File: src/rtl/srcvs_pkg.sv
`default_nettype none

package srcvs_pkg;

  localparam int NUM_SETS_DEF = 2048;
  localparam int NUM_WAYS_DEF = 16;

  localparam int SET_IN_W   = 11;
  localparam int WAY_IN_W   = 4;
  localparam int ADDR_W     = 48;
  localparam int GROUP_W    = 16;
  localparam int GROUP_LSB  = 12;
  localparam int CONF_W     = 3;
  localparam int TS_W       = 64;
  localparam int IV_W       = 32;
  localparam int STREAK_W   = 16;
  localparam int THR_W      = 8;
  localparam int PERIOD_W   = 16;
  localparam int CFG_IDX_W  = 2;
  localparam int CFG_DATA_W = 16;

  localparam logic [THR_W-1:0]    STREAK_THR_RST  = 8'd8;
  localparam logic [PERIOD_W-1:0] MODE_PERIOD_RST = 16'd512;
  localparam logic [CONF_W-1:0]   CONF_MAX        = 3'd7;
  localparam logic [STREAK_W-1:0] STREAK_MAX      = 16'hFFFF;

  typedef enum logic [CFG_IDX_W-1:0] {
    REG_STREAK_THR  = 2'd0,
    REG_MODE_PERIOD = 2'd1
  } cfg_reg_t;

  typedef struct packed {
    logic [GROUP_W-1:0] group;
    logic [CONF_W-1:0]  conf;
    logic [TS_W-1:0]    ts;
  } blk_ent_t;

  typedef struct packed {
    logic clear;
    logic step;
    logic spatial;
  } rank_ctl_t;

endpackage

`default_nettype wire

File: src/rtl/srcvs_set_reduce.sv
`default_nettype none

module srcvs_set_reduce
  import srcvs_pkg::*;
#(
  parameter int NUM_SETS = NUM_SETS_DEF
) (
  input  logic                clk,
  input  logic                rst,
  input  logic                start,
  input  logic [SET_IN_W-1:0] value,
  output logic                done,
  output logic [SET_IN_W-1:0] result
);

  localparam int SHIFT   = 2 * SET_IN_W;
  localparam int RECIP_W = SHIFT + 1;
  localparam int PROD_W  = SET_IN_W + RECIP_W;
  localparam logic [RECIP_W-1:0] RECIP = RECIP_W'((64'd1 << SHIFT) / NUM_SETS);

  logic [PROD_W-1:0]   prod;
  logic [SET_IN_W-1:0] x;
  logic [SET_IN_W-1:0] quot;
  logic [SET_IN_W-1:0] rem_est;
  logic                p1;
  logic                p2;

  // quotient estimate is exact or one low; one compare and subtract corrects it
  assign prod = PROD_W'(value) * PROD_W'(RECIP);

  always_ff @(posedge clk) begin
    if (rst) begin
      p1   <= 1'b0;
      p2   <= 1'b0;
      done <= 1'b0;
    end else begin
      p1   <= start;
      p2   <= p1;
      done <= p2;
    end
  end

  always_ff @(posedge clk) begin
    if (start) begin
      x    <= value;
      quot <= prod[SHIFT +: SET_IN_W];
    end
    if (p1) begin
      rem_est <= x - SET_IN_W'(quot * NUM_SETS);
    end
    if (p2) begin
      result <= (int'(rem_est) >= NUM_SETS) ? rem_est - SET_IN_W'(NUM_SETS) : rem_est;
    end
  end

endmodule

`default_nettype wire

File: config.mk
export PLATFORM = sky130hd
export DESIGN_NAME = srcvs_set_reduce
export DESIGN_NICKNAME = d
export VERILOG_FILES = /design/src/rtl/srcvs_pkg.sv /design/src/rtl/srcvs_set_reduce.sv
export SDC_FILE = /design/constraint.sdc
export NUM_CORES = 1
export LEC_CHECK = 0
export BUFFER_PORTS_ARGS = -buffer_cell sky130_fd_sc_hd__buf_2
export CAP_MARGIN = 20
export CORE_ASPECT_RATIO = 1.4
export CORE_UTILIZATION = 53
export DETAILED_ROUTE_END_ITERATION = 16
export PLACE_DENSITY = 0.89
export SLEW_MARGIN = 20
export SYNTH_ARGS = -nofsm -noshare
export SYNTH_HDL_FRONTEND = slang
export SYNTH_SLANG_ARGS = --single-unit
File: constraint.sdc
create_clock -name clk -period 1.9 [get_ports clk]
set_input_delay 0.19 -clock clk [delete_from_list [all_inputs] [get_ports clk]]
set_output_delay 0.19 -clock clk [all_outputs]
set_load 0.01 [all_outputs]
==> results.json, run 1 <==
{
  "synth_seq_cells": 36,
  "hold_path.class": "in -> reg",
  "hold_start": "value[6]",
  "synth_cell_types": 3,
  "synth_edf_count": 33,
  "grt_max_degree": 13,
  "wire_per_inst_um": 12.7,
  "powerDensity_mw_per_mm2": 1040,
  "period_needed_ps": 1040,
  "dr_total_vias": 435,
  "worst-path-buf-inv": 1,
  "hold_viol_final": 0,
  "post-route-period-util_pct": 55.0,
  "r2r_start": "p2",
  "end_kind": "output pin",
  "fmax_mhz": 958,
  "die_h_um": 55.2,
  "dieArea_mm2": 0.00220,
  "p_leak_nw": 0.472,
  "cts_tree": "yes",
  "synth_area_mm2": 0.00107,
  "slowest_stage": "edfxtp_1",
  "cts.sinks": 36,
  "critPathKind": "reg -> out",
  "cts-resized-gates": 0,
  "avgSynthCellArea_um2": 27.4,
  "cts_buffers": 5,
  "arrival_ps": 850,
  "synth.net_count": 53,
  "fin_skew_ps": 14.5,
  "post_cts_buffers": 0,
  "clk-insertion-delay-late_ps": 330,
  "ys_top_cells_by_count": "edfxtp_1, dfxtp_1, nor2b_1",
  "viasPerCell": 4.73,
  "ys.flop_type": "edfxtp_1",
  "maxSlewHeadroom_pct": 68.6,
  "initial_core_util_pct": 58.6,
  "fill_cells": 130,
  "synthToLayoutAreaGrowth_pct": 18.7,
  "cts_root_buf": "clkbuf_4",
  "grt_pass1_wl_mm": 1.68,
  "port_buffers": 25,
  "hold_buffers": 0,
  "chipWidth_um": 40.0,
  "worstMarginPinSlew_ps": 470,
  "drt-total-wl_mm": 1.17,
  "synth.most_common_cell": "edfxtp_1",
  "cts.clk_slew.worst_paths_ps": 100,
  "report.final.slew_viol_count": 0,
  "critPathMaxStageDelay_ps": 380,
  "post-route-drc-count": 0,
  "reg2reg_depth": 0,
  "post-place-ws_ps": 926,
  "first_global_vias": 406,
  "syn_inst": 39,
  "core_mm2": 0.00182,
  "fin_setup_tns_ps": 0,
  "row_count": 18,
  "final_cell_count_no_fill": 92,
  "drtIter0Drc": 3,
  "grt_overflow_total": 0,
  "antennaDiodeCount": 0,
  "whs_path_depth": 1,
  "antenna_left": 0,
  "async_reset_ff_share_pct": 0,
  "holdPathEnd": "x[6]",
  "ir_drop_mv": 0.883,
  "rsz0062_at_grt": "false",
  "antenna_found_initial": 0,
  "gp_congestion": 0.637,
  "synthTopCellsByArea": "edfxtp_1, dfxtp_1, nor2b_1",
  "outcome": "finished clean",
  "crit_required_ps": 1710,
  "ys_warn_count": 0,
  "dpl.cell_count": 84,
  "cts_max_path_buffers": 2,
  "cts.htree.levels": 2,
  "ioPinCount": 26,
  "drtPass1Iterations": 4,
  "yosysSeqAreaShare_pct": 98.2,
  "setup-violations-final": 0,
  "final_nets": 85,
  "worstSetupStartpointType": "flip-flop",
  "fin_util_pct": 69.6,
  "track_usage_pct": 13.5,
  "ff2ff_setup_slack_ps": 930,
  "timing.rr.end": "result[0]",
  "layout-drive-gt1-share_pct": 43.1,
  "crit_family": "flip-flops",
  "netlist.area_leader.share_pct": 92.6,
  "crit_chain": "buf_2",
  "maxCapViolCount": 0,
  "setup_ws_ps": 856,
  "crit_fanout": 1,
  "synth_top_area_cell": "edfxtp_1"
}
[through the flow]
stage,power (mW),cell area [um2],hold WS (ps)
finish,1.32,1270,38.5
global route,1.37,1270,6.06
CTS,1.33,1270,13.1
detailed placement,0.973,1220,368
global placement,0.967,1220,366
floorplan,0.947,1070,262
[per-layer routing]
layer	vias up	global-route usage (%)	wire, um
met3	2	9.60	124
li1	214	-	-
met1	190	11.9	418
met5	-	0	0
met4	0	10.3	22
met2	29	20.2	604
[kinds of logic after synthesis]
kind of cell | count (synthesis) | share of synthesized area [%]
AND/OR/NAND/NOR | 3 | 1.75
flip-flops | 36 | 98.2
[sequential cells by signal (all words and copies together), names as in the netlist]
| register | count |
|---|---|
| rem_est | 11 |
| result | 11 |
| x | 11 |
| done | 1 |
| p1 | 1 |
| p2 | 1 |
[final cells by class]
cell class / instances / area (um2) / share of cell area (%)
Sequential cell: 36 / 1050 / 82.8
Timing Repair Buffer: 25 / 125 / 9.85
Clock buffer: 7 / 45.0 / 3.55
Tap cell: 20 / 25.0 / 1.97
Multi-Input combinational cell: 3 / 18.8 / 1.48
Clock inverter: 1 / 5.00 / 0.394
[cell usage in the layout (no fill, tap or decap), drive strengths merged]
cell type / count
edfxtp: 33
buf: 25
clkbuf: 7
nor2b: 3
dfxtp: 3
clkinv: 1
[how the worst max path moves through the flow]
stage | cells past startpoint | endpoint | slack [ps] | start
after global placement | 0 | result[2] | 990 | p2
after detailed placement | 0 | result[2] | 930 | p2
after CTS | 1 | result[2] | 830 | result[2]
after floorplan | 0 | rem_est[0] | 1030 | p1
after global routing | 1 | result[8] | 790 | result[8]
final | 1 | result[4] | 860 | result[4]
[power breakdown]
group	internal, mW	leakage (nW)	total (mW)	switching, mW
Sequential	0.914	0.337	0.931	0.0169
Combinational	0.0122	0.106	0.0225	0.0103
Clock	0.144	0.0293	0.365	0.221
Note: power is estimated with default switching activity, not from simulation.
==> run 2, diff against run 1 <==
- ABC_AREA: not set -> 1
- CORE_UTILIZATION: 53 -> 45
- PLACE_DENSITY: 0.89 -> 0.82
- clock period: 1.9 -> 0.95 ns (I/O delays scaled with it)
==> run 2 against run 1 <==
- sequential share of layout area shrank 11 points
- via count increased by 19%
- the run now ends with setup timing left
- critical path type unchanged
- first-iteration DRC count grew to 3.3 times the previous value
- cell area grew 15%
- count of clock-buffer cells in the layout is 2 lower
==> results.json, run 2 <==
{
  "outcome": "complete, but fails checks",
  "violations": "setup timing",
  "port_buffers": 25,
  "maxCapViolCount": 0,
  "syn_inst": 42,
  "fin_util_pct": 66.6,
  "ys.flop_type": "edfxtp_1",
  "track_usage_pct": 13.4,
  "fill_cells": 151,
  "fin_skew_ps": 4.74,
  "cts_root_buf": "clkbuf_4",
  "fin_setup_tns_ps": -3.74,
  "synth_seq_cells": 36,
  "ioPinCount": 26,
  "reg_top3": "rem_est x11, result x11, x x11",
  "synth_top_area_cell": "edfxtp_1",
  "layout-drive-gt1-share_pct": 39.3,
  "first_global_vias": 539,
  "report.final.slew_viol_count": 0,
  "total_power_mw": 3.03,
  "use_met1_pct": 10.4,
  "slowest_stage": "edfxtp_1",
  "drtIter0Drc": 10,
  "synthToLayoutAreaGrowth_pct": 36.6,
  "antennaDiodeCount": 0,
  "cts.sinks": 36,
  "crit_fanout": 1,
  "post_cts_buffers": 0,
  "hold_path.class": "in -> reg",
  "antenna_found_initial": 0,
  "worstMarginPinSlew_ps": 244,
  "setup_ws_ps": -3.74,
  "ir_drop_mv": 1.69,
  "antenna_left": 0,
  "wire_per_inst_um": 13.9,
  "synthTopCellsByArea": "edfxtp_1, dfxtp_1, inv_1",
  "post-route-drc-count": 0,
  "groute.layer.met3.usage_pct": 9.06,
  "drtPass1Iterations": 4,
  "crit_chain": "buf_2",
  "avgSynthCellArea_um2": 25.6,
  "grt_use_met2_pct": 24.3,
  "p_sw_mw": 0.569,
  "synth.most_common_cell": "edfxtp_1",
  "dpl.cell_count": 91,
  "grt_max_degree": 13,
  "setup-violations-final": 1,
  "synth_area_mm2": 0.00107,
  "r2r_start": "p2",
  "final_cell_mix": "edfxtp_1, buf_2, dlygate4sd3_1, clkbuf_4",
  "p_leak_nw": 0.561,
  "worstSetupStartpointType": "flip-flop",
  "grt_pass1_wl_mm": 2.21,
  "chipWidth_um": 43.3,
  "maxSlewHeadroom_pct": 83.7,
  "final_cell_count_no_fill": 111,
  "p_int_mw": 2.46,
  "clk-insertion-delay-late_ps": 330,
  "end_kind": "output pin",
  "cts_tree": "yes",
  "post-route-period-util_pct": 100,
  "holdPathEnd": "p1",
  "cts-resized-gates": 0,
  "viasPerCell": 4.66,
  "powerDensity_mw_per_mm2": 2070,
  "timing.rr.end": "result[10]",
  "arrival_ps": 860,
  "final_common_cell": "edfxtp_1",
  "critPathKind": "reg -> out",
  "ff2ff_setup_slack_ps": 150,
  "async_reset_ff_share_pct": 0,
  "drt-total-wl_mm": 1.54,
  "dr_total_vias": 517,
  "gp_congestion": 0.632,
  "final_cell_area_mm2": 0.00147,
  "yosysSeqAreaShare_pct": 97.9,
  "hold_viol_final": 0,
  "period_needed_ps": 954,
  "cts.htree.levels": 2,
  "critPathMaxStageDelay_ps": 380,
  "synth_cell_types": 4,
  "crit_family": "flip-flops",
  "cts.clk_slew.worst_paths_ps": 110,
  "crit_required_ps": 850,
  "p_seq_share_pct": 61.5,
  "grt-busiest-layer": "met2",
  "reg2reg_depth": 1,
  "worst-path-buf-inv": 1,
  "synth_edf_count": 33,
  "fmax_mhz": 1050,
  "row_count": 20,
  "whs_path_depth": 3,
  "switching_share_pct": 18.8,
  "netlist.area_leader.share_pct": 92.3,
  "clkPwrFrac_pct": 34.2,
  "seqCellArea_mm2": 0.00105,
  "power.share.combinational_pct": 4.4,
  "ys_top_cells_by_count": "edfxtp_1, dfxtp_1, inv_1, nor2_1",
  "core_mm2": 0.00220,
  "grt_overflow_total": 0,
  "cts_max_path_buffers": 2,
  "final_nets": 102,
  "multi_input_area_um2": 11.3,
  "initial_core_util_pct": 48.8,
  "dieArea_mm2": 0.00259,
  "die_h_um": 59.8,
  "rsz0062_at_grt": "true",
  "hold_start": "start",
  "ys_warn_count": 0,
  "cts_buffers": 5,
  "dpl_cell_area_mm2": 0.00127,
  "synth.net_count": 56
}
run 2: cell count changes in the layout (fill, tap and decap cells not counted), sizes merged, moves of 2 or more:
cell,change
inv,+3
buf,+2
dlygate4sd3,+12
clkbuf,-2
nor2,+3
nor2b,-3
run 2: cell type report:
class | instances | share of cell area, %
Multi-Input combinational cell | 3 | 0.768
Clock buffer | 5 | 2.56
Clock inverter | 3 | 2.90
Tap cell | 22 | 1.88
Inverter | 3 | 0.768
Timing Repair Buffer | 39 | 19.5
Sequential cell | 36 | 71.7
run 2: worst max path at each step:
stage,startpoint,end,slack (ps),cells after the start
after floorplan,p1,rem_est[0],80,0
after global placement,p2,result[2],190,1
after detailed placement,p2,result[5],160,1
after CTS,result[2],result[2],-30,1
after global routing,result[8],result[8],-80,1
final,result[2],result[2],-4,1
run 2: power groups by stage:
stage          logic [mW]  registers, mW  clock network, mW
2_1_floorplan     0.00379           1.91                  0
3_3_place_gp       0.0854           1.89                  0
3_5_place_dp       0.0899           1.90                  0
4_1_cts             0.127           1.87               1.06
5_1_grt             0.139           1.87               1.13
6_report            0.132           1.86               1.04
run 2: repair_timing:
action | in CTS | in global routing
hold buffers | 12 | 0
setup endpoints to repair | 10 | 11
hold endpoints to repair | 14 | 0
cloned | 0 | 0
run 2: logic make-up (layout without fill, tap and decap cells):
group	count (synthesis)	count (layout)	share of synthesized area, %
simple gates	3	3	1.05
buf+inv	3	50	1.05
flops	36	36	97.9
run 2: stage by stage:
step | setup WS (ps) | hold WS [ps]
2_1_floorplan | 77.2 | 166
3_3_place_gp | 189 | 271
3_5_place_dp | 157 | 273
4_1_cts | -31.1 | 69.6
5_1_grt | -78.7 | 99.2
6_report | -3.74 | 113
run 2: routing by layer:
metal | part of all wire, % | vias up
li1 | - | 248
met1 | 34 | 239
met2 | 56 | 27
met3 | 8.0 | 3
met4 | 2.2 | 0
met5 | 0 | -
==> run 3, diff against run 2 <==
- CELL_PAD_IN_SITES_DETAIL_PLACEMENT: not set -> 1
- CELL_PAD_IN_SITES_GLOBAL_PLACEMENT: not set -> 1
- CORE_UTILIZATION: 45 -> 39
==> run 3 against run 2 <==
- the run still ends with setup timing left
- non-clock buffer count unchanged
- worst hold slack worse by 17 ps
- total power down 11%
- critical path type unchanged
- largest power group unchanged
==> results.json, run 3 (same netlist as run 2, synthesis figures left out) <==
{
  "outcome": "complete, but fails checks",
  "violations": "setup timing",
  "cts.htree.levels": 2,
  "post-route-period-util_pct": 101,
  "groute.layer.met3.usage_pct": 4.52,
  "ioPinCount": 26,
  "final_cell_area_mm2": 0.00146,
  "grt_overflow_total": 0,
  "ir_drop_mv": 1.16,
  "cts-resized-gates": 0,
  "die_h_um": 64.1,
  "cts_root_buf": "clkbuf_4",
  "maxSlewHeadroom_pct": 83.6,
  "post_cts_buffers": 0,
  "worstSetupStartpointType": "flip-flop",
  "grt_pass1_wl_mm": 2.22,
  "cts_tree": "yes",
  "crit_required_ps": 850,
  "antenna_left": 0,
  "seqCellArea_mm2": 0.00105,
  "arrival_ps": 860,
  "wire_per_inst_um": 11.4,
  "final_cell_count_no_fill": 125,
  "grt_max_degree": 13,
  "antenna_found_initial": 0,
  "hold_viol_final": 0,
  "dpl.cell_count": 105,
  "crit_family": "flip-flops",
  "core_mm2": 0.00262,
  "hold_path.class": "in -> reg",
  "final_nets": 102,
  "fin_skew_ps": 1.69,
  "post-route-drc-count": 0,
  "period_needed_ps": 955,
  "report.final.slew_viol_count": 0,
  "gp_congestion": 0.632,
  "critPathKind": "reg -> out",
  "worstMarginPinSlew_ps": 246,
  "dieArea_mm2": 0.00297,
  "port_buffers": 25,
  "layout-drive-gt1-share_pct": 38.2,
  "critPathMaxStageDelay_ps": 390,
  "track_usage_pct": 12.5,
  "worst-path-buf-inv": 1,
  "first_global_vias": 548,
  "powerDensity_mw_per_mm2": 1860,
  "total_power_mw": 2.71,
  "dr_total_vias": 510,
  "p_leak_nw": 0.552,
  "use_met1_pct": 7.45,
  "reg_top3": "rem_est x11, result x11, x x11",
  "setup-violations-final": 1,
  "fin_setup_tns_ps": -5.07,
  "cts.sinks": 36,
  "drtIter0Drc": 2,
  "synthToLayoutAreaGrowth_pct": 35.5,
  "path_depth": 1,
  "final_cell_mix": "edfxtp_1, buf_2, dlygate4sd3_1, clkbuf_4",
  "cts_buffers": 5,
  "chipWidth_um": 46.3,
  "crit_chain": "buf_2",
  "drtPass1Iterations": 3,
  "viasPerCell": 4.08,
  "crit_fanout": 1,
  "multi_input_area_um2": 11.3,
  "fin_util_pct": 55.6,
  "reg2reg_depth": 1,
  "fmax_mhz": 1050,
  "rsz0062_at_grt": "true",
  "grt-busiest-layer": "met2",
  "cts_max_path_buffers": 2,
  "row_count": 22,
  "grt_use_met2_pct": 22.4,
  "antennaDiodeCount": 0,
  "fill_cells": 247,
  "initial_core_util_pct": 41.1,
  "maxCapViolCount": 0,
  "cts.clk_slew.worst_paths_ps": 90,
  "final_common_cell": "edfxtp_1",
  "setup_ws_ps": -5.07,
  "end_kind": "output pin",
  "clk-insertion-delay-late_ps": 330,
  "slowest_stage": "edfxtp_1",
  "drt-total-wl_mm": 1.43,
  "dpl_cell_area_mm2": 0.00128,
  "whs_path_depth": 3
}
## run 3: cell types whose count changed in the layout (fill, tap and decap cells not counted), sizes merged
cell | previous run | this run
clkinv | 1 | 3
bufinv | 1 | 0
clkinvlp | 1 | 0
## run 3: through the flow
step | setup WS [ps] | hold WS, ps
CTS | -42.0 | 79.7
finish | -5.07 | 96.4
detailed placement | 147 | 274
floorplan | 77.2 | 166
global route | -57.6 | 103
global placement | 170 | 273
## run 3: per-layer routing
layer | vias to the layer above | routed length (um) | share of wire [%]
met1 | 224 | 444 | 31
met5 | - | 0 | 0
met3 | 8 | 70 | 4.9
met4 | 0 | 73 | 5.1
met2 | 29 | 836 | 59
li1 | 249 | - | -
## run 3: worst paths after layout
kind	to	slack, ps	start
setup / recovery	result[7]	-5	result[7]
hold / removal	p1	100	start
setup reg to reg	result[3]	140	p2
hold reg to reg	rem_est[2]	430	x[2]
## run 3: report_power, final
part	switching, mW	internal (mW)	total [mW]
clock network	0.447	0.271	0.718
registers	0.0274	1.84	1.86
logic	0.0519	0.0762	0.128
## run 3: layout make-up
type / count / share of cell area [%]
Clock buffer: 5 / 2.58
Clock inverter: 3 / 0.946
Inverter: 3 / 0.774
Multi-Input combinational cell: 3 / 0.774
Sequential cell: 36 / 72.2
Tap cell: 36 / 3.10
Timing Repair Buffer: 39 / 19.6
## run 3: what timing repair did
action | 4_1_cts | 5_1_grt
hold buffers | 12 | 0
endpoints found under the hold margin | 14 | 0
setup endpoints to repair | 8 | 11
cloned | 0 | 0
