==> src/rtl/srcvs_pkg.sv <==
`default_nettype none

package srcvs_pkg;

  localparam int NUM_SETS_DEF = 2048;
  localparam int NUM_WAYS_DEF = 16;

  localparam int SET_IN_W   = 11;
  localparam int WAY_IN_W   = 4;
  localparam int ADDR_W     = 48;
  localparam int GROUP_W    = 16;
  localparam int GROUP_LSB  = 12;
  localparam int CONF_W     = 3;
  localparam int TS_W       = 64;
  localparam int IV_W       = 32;
  localparam int STREAK_W   = 16;
  localparam int THR_W      = 8;
  localparam int PERIOD_W   = 16;
  localparam int CFG_IDX_W  = 2;
  localparam int CFG_DATA_W = 16;

  localparam logic [THR_W-1:0]    STREAK_THR_RST  = 8'd8;
  localparam logic [PERIOD_W-1:0] MODE_PERIOD_RST = 16'd512;
  localparam logic [CONF_W-1:0]   CONF_MAX        = 3'd7;
  localparam logic [STREAK_W-1:0] STREAK_MAX      = 16'hFFFF;

  typedef enum logic [CFG_IDX_W-1:0] {
    REG_STREAK_THR  = 2'd0,
    REG_MODE_PERIOD = 2'd1
  } cfg_reg_t;

  typedef struct packed {
    logic [GROUP_W-1:0] group;
    logic [CONF_W-1:0]  conf;
    logic [TS_W-1:0]    ts;
  } blk_ent_t;

  typedef struct packed {
    logic clear;
    logic step;
    logic spatial;
  } rank_ctl_t;

endpackage

`default_nettype wire

==> src/rtl/srcvs_rank.sv <==
`default_nettype none

module srcvs_rank
  import srcvs_pkg::*;
#(
  parameter int NUM_WAYS = NUM_WAYS_DEF
) (
  input  logic                          clk,
  input  logic                          rst,
  input  rank_ctl_t                     ctl,
  input  blk_ent_t                      cand,
  input  logic [$clog2(NUM_WAYS)-1:0]   cand_way,
  input  logic [GROUP_W-1:0]            req_group,
  input  logic [IV_W-1:0]               now_lo,
  output logic                          found,
  output logic [$clog2(NUM_WAYS)-1:0]   best_way
);

  logic [IV_W-1:0]   best_iv;
  logic [CONF_W-1:0] best_conf;
  logic [TS_W-1:0]   best_ts;
  logic [IV_W-1:0]   iv;
  logic              skip;
  logic              better;

  assign skip = ctl.spatial && (cand.group == req_group);
  assign iv   = ctl.spatial ? '0 : (now_lo - cand.ts[IV_W-1:0]);

  always_comb begin
    better = !found || (iv > best_iv) ||
             ((iv == best_iv) && ((cand.conf < best_conf) ||
              ((cand.conf == best_conf) && (cand.ts < best_ts))));
  end

  always_ff @(posedge clk) begin
    if (rst) begin
      found <= 1'b0;
    end else if (ctl.clear) begin
      found <= 1'b0;
    end else if (ctl.step && !skip && better) begin
      found <= 1'b1;
    end
  end

  always_ff @(posedge clk) begin
    if (ctl.step && !skip && better) begin
      best_iv   <= iv;
      best_conf <= cand.conf;
      best_ts   <= cand.ts;
      best_way  <= cand_way;
    end
  end

endmodule

`default_nettype wire

==> config.mk <==
export PLATFORM = sky130hd
export DESIGN_NAME = srcvs_rank
export DESIGN_NICKNAME = d
export VERILOG_FILES = /design/src/rtl/srcvs_pkg.sv /design/src/rtl/srcvs_rank.sv
export SDC_FILE = /design/constraint.sdc
export NUM_CORES = 1
export LEC_CHECK = 0
export BUFFER_PORTS_ARGS = -buffer_cell sky130_fd_sc_hd__buf_2
export CAP_MARGIN = 20
export CORE_MARGIN = 2
export CORE_UTILIZATION = 57
export DETAILED_ROUTE_END_ITERATION = 8
export GPL_TIMING_DRIVEN = 1
export PLACE_DENSITY = 0.8
export SLEW_MARGIN = 10
export SYNTH_ARGS = -nofsm -noshare
export SYNTH_HDL_FRONTEND = slang
export SYNTH_SLANG_ARGS = --single-unit
==> constraint.sdc <==
create_clock -name clk -period 14.2 [get_ports clk]
set_input_delay 2.84 -clock clk [delete_from_list [all_inputs] [get_ports clk]]
set_output_delay 2.84 -clock clk [all_outputs]
set_load 0.1 [all_outputs]
==> impl_metrics.py, run 1 <==
metrics = {
    "run_status": {
        "outcome": "complete, no violations",
    },
    "global_route": {
        "grt_start_max_net_pins": 65,
        "grt_pass1_vias": 6009,
        "gr-usage-all-layers_pct": 23.3,
        "grt_pass1_wl_um": 26900,
        "grt_overflow_total": 0,
        "antenna_found_initial": 0,
    },
    "sta": {
        "fmaxAchievable_mhz": 133,
        "slew_headroom_pct": 44.3,
        "fin_tns_setup_ns": 0,
        "final_hold_viol_count": 0,
        "worst_pin_slew_ns": 0.836,
        "rsz0062_at_grt": "false",
        "setup_viol": 0,
        "worst_slack_ns": 6.68,
        "period_minus_slack_ns": 7.52,
        "report.final.slew_viol_count": 0,
        "fin_crit_sh_pct": 52.9,
        "skew_ns": 0.00611,
    },
    "floorplanning": {
        "die_y_um": 121,
        "fp.dieArea_um2": 14600,
        "initial_core_util_pct": 58.4,
        "die_x_um": 121,
        "row_count": 42,
        "ioPinCount": 145,
        "core_area_um2": 13300,
    },
    "yosys": {
        "synth_fa_ha_area_share_pct": 21.0,
        "synthTopCellsByCount": "140 x inv_1, 129 x ha_1, 103 x edfxtp_1",
        "avgSynthCellArea_um2": 10.3,
        "synth_warnings": 0,
        "synth_xor_area_share_pct": 3.95,
        "synth_cell_types": 68,
        "synth-edff-count": 103,
        "muxShareOfSynthArea_pct": 0.628,
        "netlist_instances": 756,
        "synth_simple_gate_area_share_pct": 11.0,
        "seq_area_frac_synth_pct": 40.1,
        "ys_async_sr_fraction_pct": 0,
        "yosysTopAreaCell": "edfxtp_1",
        "synth_area_leaders": "edfxtp_1 40%, ha_1 21%, inv_1 6.8%",
        "synth.cell_area_um2": 7770,
        "synth-compound-area-share_pct": 15.7,
        "synth_top_family_by_area": "adder cells",
        "ys_ff_latch": 104,
        "syn_nets": 1026,
        "ys.flop_type": "edfxtp_1",
        "synth.most_common_cell": "inv_1",
        "synth.top_cell.area_share_pct": 39.8,
    },
    "place": {
        "dp_hpwl_um": 12700,
        "port_buffers": 144,
        "pre_cts_slack_ns": 6.30,
        "gp_congestion": 0.872,
        "post-place-cells": 1070,
    },
    "layout": {
        "diodes": 0,
        "syn_to_final_growth_pct": 15.7,
        "regArea_um2": 3110,
        "drive_above_1_share_pct": 20.2,
        "fin_cells": 1086,
        "multi_input_area_um2": 4080,
        "final_nets": 1175,
        "fill_cells": 1055,
    },
    "worst_setup_path": {
        "crit_type": "in -> reg",
        "cp.required_ns": 14.21,
        "path_cells": "buf_2, inv_1, ha_1, a21o_1, a21oi_1, o21ai_0, o31ai_1, o311ai_4, o221ai_2, mux2_2, ha_1, nand4_1, nor3_1, nand4_1, nor3_1, o2111ai_1, nor4bb_1, a21oi_4, buf_4",
        "cp_top_family": "compound AO/OA/AOI/OAI gates",
        "crit_slowest_cell": "nor4bb_1",
        "cp_data_arrival_time_ns": 7.53,
        "crit_buf_inv": 3,
        "worst_setup_path_end_kind": "flip-flop",
        "cpPeakStageDelay_ns": 0.56,
        "startpoint_type": "input pin",
        "crit_path_max_fanout": 64,
    },
    "pwr": {
        "p_seq_share_pct": 42.5,
        "pwr-share-clk_pct": 30.8,
        "p_per_area_nw_per_um2": 98.3,
        "ir_drop_mv": 0.0621,
        "leakage_nw": 4.42,
        "intPower_w": 0.000625,
        "p_sw_share_pct": 29.3,
        "p_sw_w": 0.000259,
        "comb_power_share_pct": 26.7,
    },
    "drt": {
        "avgViaCountPerCell": 5.52,
        "drc_errors": 0,
        "drtPass1Iterations": 5,
        "wl_per_cell_um": 14.9,
        "antenna_left": 0,
        "first_iter_violations": 389,
        "vias": 5994,
        "totalWireLength_um": 16200,
    },
    "clock_network": {
        "clock-sinks": 104,
        "cts_hold_buf": 0,
        "clk_pin_slew_worst_paths_ns": 0.07,
        "clk_latency_ns": 0.36,
        "postCtsSetupBuffers": 0,
        "cts_tree": "built",
        "cts.repair.resized": 0,
        "cts.path.max_buffers": 2,
        "numCtsBuffers": 9,
        "htreeDepth": 3,
        "root_buffer": "clkbuf_16",
    },
    "flow_run": {
        "max_cap_viol_count": 0,
    },
    "min_path": {
        "hold_class": "reg -> reg",
    },
}
[final timing paths]
kind,startpoint,endpoint,slack [ns],cells past startpoint
setup reg to reg,best_iv[31],best_ts[25],10.99,10
hold reg to reg,found,found,0.67,2
setup / recovery,cand[16],best_ts[25],6.68,19
hold / removal,found,found,0.67,2
[final cells by class]
class	instances	share of cell area [%]
multi-input cells	504	45.3
flip-flops and latches	104	34.6
repair buffers	146	8.18
inverters	140	5.84
clock buffers	10	2.55
well taps	176	2.45
clock inverters	6	1.03
[kinds of logic after synthesis]
| logic type | Yosys count |
|---|---|
| AO/OA/AOI/OAI | 174 |
| multiplexers | 4 |
| XOR/XNOR | 35 |
| AND/OR/NAND/NOR | 161 |
| buffers and inverters | 148 |
| adder cells (fa/ha/maj) | 130 |
| flip-flops | 104 |
[tightest hold or removal path, delay by kind of cell, from the launching register on]
family | cells | cell delay (ns)
DFF | 1 | 0.36
and+or+nand+nor | 2 | 0.27
[per-stage QoR]
stage	utilization (%)	cell area, µm²	power, W	hold WS (ns)
6_report	67.6	8990	0.000884	0.666
2_1_floorplan	-	7770	0.000550	0.935
4_1_cts	67.6	8990	0.000890	0.655
5_1_grt	67.6	8990	0.000936	0.673
3_3_place_gp	65.2	8670	0.000608	0.632
3_5_place_dp	65.2	8670	0.000615	0.638
[power groups by stage]
stage | registers (W) | clock network, W | logic, W
6_report | 0.000376 | 0.000272 | 0.000236
3_3_place_gp | 0.000382 | 0 | 0.000227
3_5_place_dp | 0.000383 | 0 | 0.000233
4_1_cts | 0.000376 | 0.000278 | 0.000236
2_1_floorplan | 0.000391 | 0 | 0.000159
5_1_grt | 0.000378 | 0.000290 | 0.000267
[metal layers]
layer  wire (µm)  track usage, %  up-vias
li1            -               -     3027
met1        7330            29.7     2726
met2        7540            39.5      215
met3        1050            5.14       26
met4         267            7.05        0
met5           0               0        -
[flip-flops by register name, indices dropped and copies added, names as in the netlist]
signal and flops:
found 1, best_way 4, best_iv 32, best_conf 3, best_ts 64
[cell usage in the layout (no fill, tap or decap), drive strengths merged, types with 5 or more instances in the layout]
cell    Yosys  layout
buf         5     146
inv       140     141
ha        129     129
edfxtp    103     103
a21oi      45      45
nor2       41      41
a21o       35      35
o21ai      31      31
xnor2      28      28
nand2      25      25
nand4      22      22
nor2b      14      14
nand3      13      13
nor3       12      12
clkbuf      3      10
a211oi      8       8
a31oi       8       8
xor2        7       7
o21a        6       6
nand2b      6       6
nand4b      5       5
(Power assumes the default switching activity.)
==> run 2, diff against run 1 <==
==> constraint.sdc (replaced) <==
create_clock -name clk -period 7.1 [get_ports clk]
set_input_delay 1.42 -clock clk [delete_from_list [all_inputs] [get_ports clk]]
set_output_delay 1.42 -clock clk [all_outputs]
set_load 0.1 [all_outputs]
==> impl_metrics.py, run 2 (synthesis gave the netlist of run 1 again) <==
metrics = {
    "pwr": {
        "pwr-share-clk_pct": 30.4,
        "ir_drop_mv": 0.133,
        "p_sw_share_pct": 29.1,
        "p_sw_w": 0.000512,
        "comb_power_share_pct": 26.9,
        "p_seq_share_pct": 42.7,
        "intPower_w": 0.00125,
        "p_per_area_nw_per_um2": 195,
        "leakage_nw": 4.42,
    },
    "clock_network": {
        "postCtsSetupBuffers": 0,
        "htreeDepth": 3,
        "cts.path.max_buffers": 2,
        "clock-sinks": 104,
        "cts_hold_buf": 0,
        "cts.repair.resized": 0,
        "cts_tree": "built",
        "numCtsBuffers": 9,
        "root_buffer": "clkbuf_16",
        "clk_pin_slew_worst_paths_ns": 0.07,
        "clk_latency_ns": 0.36,
    },
    "worst_setup_path": {
        "rr_worst_depth": 11,
        "worst_setup_path_end_kind": "flip-flop",
        "cp.required_ns": 7.20,
        "cp_data_arrival_time_ns": 6.36,
        "cp_top_family": "compound AO/OA/AOI/OAI gates",
        "crit_slowest_cell": "nor4bb_1",
        "startpoint_type": "input pin",
        "worst-r2r-setup-slack_ns": 3.84,
        "crit_type": "in -> reg",
        "path_cells": "buf_2, inv_1, ha_1, a21o_1, a21oi_1, o21ai_0, o31ai_1, o311ai_4, o221ai_2, mux2_2, ha_1, nand4_1, nor3_1, nand4_1, nor3_1, o2111ai_1, nor4bb_1, a21oi_4, buf_4, buf_4",
        "crit_buf_inv": 4,
        "timing.rr.end": "best_ts[29]",
        "reg2reg_from": "best_iv[31]",
        "crit_path_max_fanout": 27,
        "cpPeakStageDelay_ns": 0.52,
    },
    "sta": {
        "rsz0062_at_grt": "false",
        "fin_crit_sh_pct": 88.1,
        "fmaxAchievable_mhz": 160,
        "final_hold_viol_count": 0,
        "fin_tns_setup_ns": 0,
        "skew_ns": 0.00866,
        "worst_pin_slew_ns": 0.796,
        "setup_viol": 0,
        "period_minus_slack_ns": 6.25,
        "slew_headroom_pct": 46.9,
        "report.final.slew_viol_count": 0,
    },
    "global_route": {
        "gr-usage-all-layers_pct": 23.1,
        "grt_pass1_vias": 5898,
        "grt_pass1_wl_um": 26800,
        "grt_start_max_net_pins": 63,
        "antenna_found_initial": 0,
        "grt_overflow_total": 0,
    },
    "place": {
        "gp_congestion": 0.852,
        "dp_hpwl_um": 12800,
        "port_buffers": 144,
    },
    "layout": {
        "drive_above_1_share_pct": 20.2,
        "final_nets": 1176,
        "syn_to_final_growth_pct": 15.9,
        "diodes": 0,
        "largest_register": "best_ts",
        "final_cell_mix": "144 x buf_2, 140 x inv_1, 129 x ha_1, 103 x edfxtp_1, 44 x a21oi_1",
        "multi_input_area_um2": 4080,
        "postLayoutCoreUtil_pct": 67.7,
        "regArea_um2": 3110,
        "largest_register_ffs": 64,
        "fill_cells": 1044,
        "top_regs": "best_ts: 64 flops, best_iv: 32 flops, best_way: 4 flops",
        "mostFrequentLayoutCell": "buf_2",
    },
    "drt": {
        "vias": 5979,
        "drc_errors": 0,
        "drtPass1Iterations": 5,
        "totalWireLength_um": 16200,
        "first_iter_violations": 375,
        "wl_per_cell_um": 14.9,
        "avgViaCountPerCell": 5.50,
        "antenna_left": 0,
    },
    "floorplanning": {
        "ioPinCount": 145,
        "die_x_um": 121,
        "fp.dieArea_um2": 14600,
        "die_y_um": 121,
        "initial_core_util_pct": 58.4,
        "core_area_um2": 13300,
        "row_count": 42,
    },
    "min_path": {
        "hold_class": "reg -> reg",
        "hold_start": "found",
        "hold_depth": 2,
        "hold_path_end": "found",
    },
    "flow_run": {
        "max_cap_viol_count": 0,
    },
    "run_status": {
        "outcome": "complete, no violations",
    },
}
## run 2: cell count changes in the layout (fill, tap and decap cells not counted), sizes merged
| cell | change |
|---|---|
| buf | +1 |
| clkbuf | -1 |
| inv | +1 |
## run 2: routing by layer
layer | GRT usage, % | wire, µm
met4 | 5.60 | 132
met1 | 30.8 | 7640
met5 | 0 | 0
met3 | 5.24 | 960
met2 | 38.2 | 7480
## run 2: worst reg2reg max path, delay by kind of cell, from the launching register on
kind	cells	cell delay, ns
AND/OR/NAND/NOR	5	1.45
buffers and inverters	3	0.58
flip-flops	1	0.33
AO/OA/AOI/OAI	2	0.33
adder cells (fa/ha/maj)	1	0.30
## run 2: worst max path at each step
stage | endpoint | depth (start not counted) | slack (ns) | startpoint
final | best_ts[29] | 20 | 0.85 | cand[16]
after global routing | best_ts[24] | 22 | 0.49 | now_lo[0]
after CTS | best_ts[27] | 20 | 0.84 | cand[16]
after detailed placement | best_ts[25] | 20 | 0.58 | cand[16]
after global placement | best_ts[24] | 20 | 0.82 | cand[16]
after floorplan | best_conf[0] | 17 | 0.31 | cand[16]
## run 2: final cells by class
cell class / instances / area share (%)
Clock buffer: 9 / 2.50
Clock inverter: 7 / 1.03
Inverter: 140 / 5.83
Multi-Input combinational cell: 504 / 45.2
Sequential cell: 104 / 34.6
Tap cell: 176 / 2.44
Timing Repair Buffer: 147 / 8.39
## run 2: metrics by stage
stage | hold slack (ns) | instances | area [µm²] | worst slack (ns) | power, W
4_1_cts | 0.647 | 1087 | 9010 | 0.839 | 0.00177
5_1_grt | 0.689 | 1087 | 9010 | 0.485 | 0.00186
3_5_place_dp | 0.632 | 1071 | 8690 | 0.580 | 0.00123
6_report | 0.655 | 1087 | 9010 | 0.848 | 0.00176
2_1_floorplan | 0.935 | 756 | 7780 | 0.306 | 0.00110
3_3_place_gp | 0.604 | 1071 | 8690 | 0.817 | 0.00122
## run 2: power by group through the flow
stage | logic, W | registers (W) | clock network [W]
after floorplan | 0.000319 | 0.000777 | 0
after global placement | 0.000457 | 0.000763 | 0
after detailed placement | 0.000468 | 0.000765 | 0
after CTS | 0.000474 | 0.000752 | 0.000547
after global routing | 0.000538 | 0.000755 | 0.000571
final | 0.000474 | 0.000751 | 0.000536
==> run 3, diff against run 2 <==
--- a/config.mk
+++ b/config.mk
@@ -7,11 +7,10 @@
 export LEC_CHECK = 0
 export BUFFER_PORTS_ARGS = -buffer_cell sky130_fd_sc_hd__buf_2
 export CAP_MARGIN = 20
-export CORE_MARGIN = 2
 export CORE_UTILIZATION = 57
 export DETAILED_ROUTE_END_ITERATION = 8
 export GPL_TIMING_DRIVEN = 1
-export PLACE_DENSITY = 0.8
+export PLACE_DENSITY = 0.9
 export SLEW_MARGIN = 10
 export SYNTH_ARGS = -nofsm -noshare
 export SYNTH_HDL_FRONTEND = slang
==> constraint.sdc (replaced) <==
create_clock -name clk -period 6.9 [get_ports clk]
set_input_delay 1.38 -clock clk [delete_from_list [all_inputs] [get_ports clk]]
set_output_delay 1.38 -clock clk [all_outputs]
set_load 0.1 [all_outputs]
==> impl_metrics.py, run 3 (synthesis gave the netlist of run 1 again) <==
metrics = {
    "run_status": {
        "outcome": "complete, no violations",
    },
    "sta": {
        "fin_crit_sh_pct": 86.5,
        "rsz0062_at_grt": "false",
        "worst_slack_ns": 0.934,
        "slew_headroom_pct": 47.2,
        "worst_pin_slew_ns": 0.791,
        "period_minus_slack_ns": 5.97,
        "setup_viol": 0,
        "skew_ns": 0.0113,
        "hold_slack_ns": 0.685,
        "final_hold_viol_count": 0,
        "fin_tns_setup_ns": 0,
        "report.final.slew_viol_count": 0,
        "fmaxAchievable_mhz": 168,
    },
    "pwr": {
        "power.total_w": 0.00174,
        "p_per_area_nw_per_um2": 195,
        "ir_drop_mv": 0.114,
        "leakage_nw": 4.39,
    },
    "place": {
        "port_buffers": 144,
        "dp_hpwl_um": 12800,
        "pre_cts_slack_ns": 0.646,
        "gp_congestion": 0.895,
    },
    "clock_network": {
        "htreeDepth": 3,
        "clock-sinks": 104,
        "cts.path.max_buffers": 2,
        "cts_hold_buf": 0,
        "cts_tree": "built",
        "clk_pin_slew_worst_paths_ns": 0.07,
        "cts.repair.resized": 0,
        "root_buffer": "clkbuf_16",
        "postCtsSetupBuffers": 0,
        "clk_latency_ns": 0.36,
        "numCtsBuffers": 9,
    },
    "layout": {
        "postLayoutCoreUtil_pct": 67.6,
        "diodes": 0,
        "drive_above_1_share_pct": 20.1,
        "largest_register_ffs": 64,
        "mostFrequentLayoutCell": "buf_2",
        "largest_register": "best_ts",
        "fill_cells": 1055,
        "final_nets": 1175,
        "final_cell_mix": "144 x buf_2, 140 x inv_1, 129 x ha_1, 103 x edfxtp_1, 44 x a21oi_1",
        "top_regs": "best_ts: 64 flops, best_iv: 32 flops, best_way: 4 flops",
        "syn_to_final_growth_pct": 15.2,
    },
    "drt": {
        "drtPass1Iterations": 5,
        "first_iter_violations": 491,
        "totalWireLength_um": 16200,
        "antenna_left": 0,
        "vias": 6107,
        "avgViaCountPerCell": 5.62,
        "wl_per_cell_um": 15.0,
        "drc_errors": 0,
    },
    "worst_setup_path": {
        "cpPeakStageDelay_ns": 0.53,
        "cp_top_family": "simple AND/OR/NAND/NOR gates",
        "crit_buf_inv": 4,
        "path_cells": "buf_2, inv_1, ha_1, inv_1, fa_1, a21oi_1, nand4b_1, a211o_1, a21o_1, nand2_1, o41ai_2, mux2_2, ha_1, nand4_1, nor3_1, nand4_1, nor3_1, o2111ai_1, nor4bb_1, a21oi_4, buf_4",
        "worst_setup_path_end_kind": "flip-flop",
        "cp_data_arrival_time_ns": 6.02,
        "crit_type": "in -> reg",
        "startpoint_type": "input pin",
        "cp.required_ns": 6.96,
        "crit_slowest_cell": "nor4bb_1",
        "crit_path_max_fanout": 39,
    },
    "global_route": {
        "grt_pass1_wl_um": 26800,
        "grt_pass1_vias": 6029,
        "antenna_found_initial": 0,
        "grt_overflow_total": 0,
        "grt_start_max_net_pins": 65,
        "gr-usage-all-layers_pct": 23.8,
    },
    "floorplanning": {
        "die_y_um": 119,
        "initial_core_util_pct": 58.7,
        "die_x_um": 119,
        "fp.dieArea_um2": 14100,
        "row_count": 42,
        "core_area_um2": 13200,
        "ioPinCount": 145,
    },
    "flow_run": {
        "max_cap_viol_count": 0,
    },
    "min_path": {
        "hold_class": "reg -> reg",
    },
}
## run 3: power breakdown
group	internal, W	leakage [nW]	switching (W)
Clock	0.000245	0.126	0.000236
Sequential	0.000760	1.02	0.0000130
Combinational	0.000207	3.25	0.000281
Total	0.00121	4.39	0.000530
## run 3: routing by layer
metal,wire [µm],vias up,GRT usage (%)
met1,7310,2808,31.2
li1,-,3038,-
met2,7640,224,38.8
met5,0,-,0
met3,831,37,2.94
met4,466,0,11.9
## run 3: path summary, 6_finish.rpt
check,slack [ns],from,depth (start not counted),endpoint
setup reg to reg,3.88,best_iv[29],10,best_ts[41]
hold / removal,0.69,found,2,found
setup / recovery,0.93,now_lo[0],21,best_ts[41]
hold reg to reg,0.69,found,2,found
## run 3: layout make-up
cell class                      count  area (µm²)  share of cell area, %
Clock buffer                       11         233                   2.60
Timing Repair Buffer              146         748                   8.36
Clock inverter                      5        33.8                  0.378
Multi-Input combinational cell    504        4080                   45.5
Tap cell                          176         220                   2.46
Inverter                          140         526                   5.87
Sequential cell                   104        3110                   34.8
## run 3: stage by stage
stage / area (µm²) / instances
2_1_floorplan: 7780 / 756
3_3_place_gp: 8680 / 1070
3_5_place_dp: 8680 / 1070
4_1_cts: 8950 / 1086
5_1_grt: 8950 / 1086
6_report: 8950 / 1086
## run 3: worst reg2reg max path, cell delays in order, from the launching register on
cell and delay, ns:
edfxtp_1 0.33, inv_1 0.04, ha_1 0.30, nand4_1 0.13, nor3_1 0.27, nand4_1 0.16
nor3_1 0.29, o2111ai_1 0.20, nor4bb_1 0.53, a21oi_4 0.13, buf_4 0.32
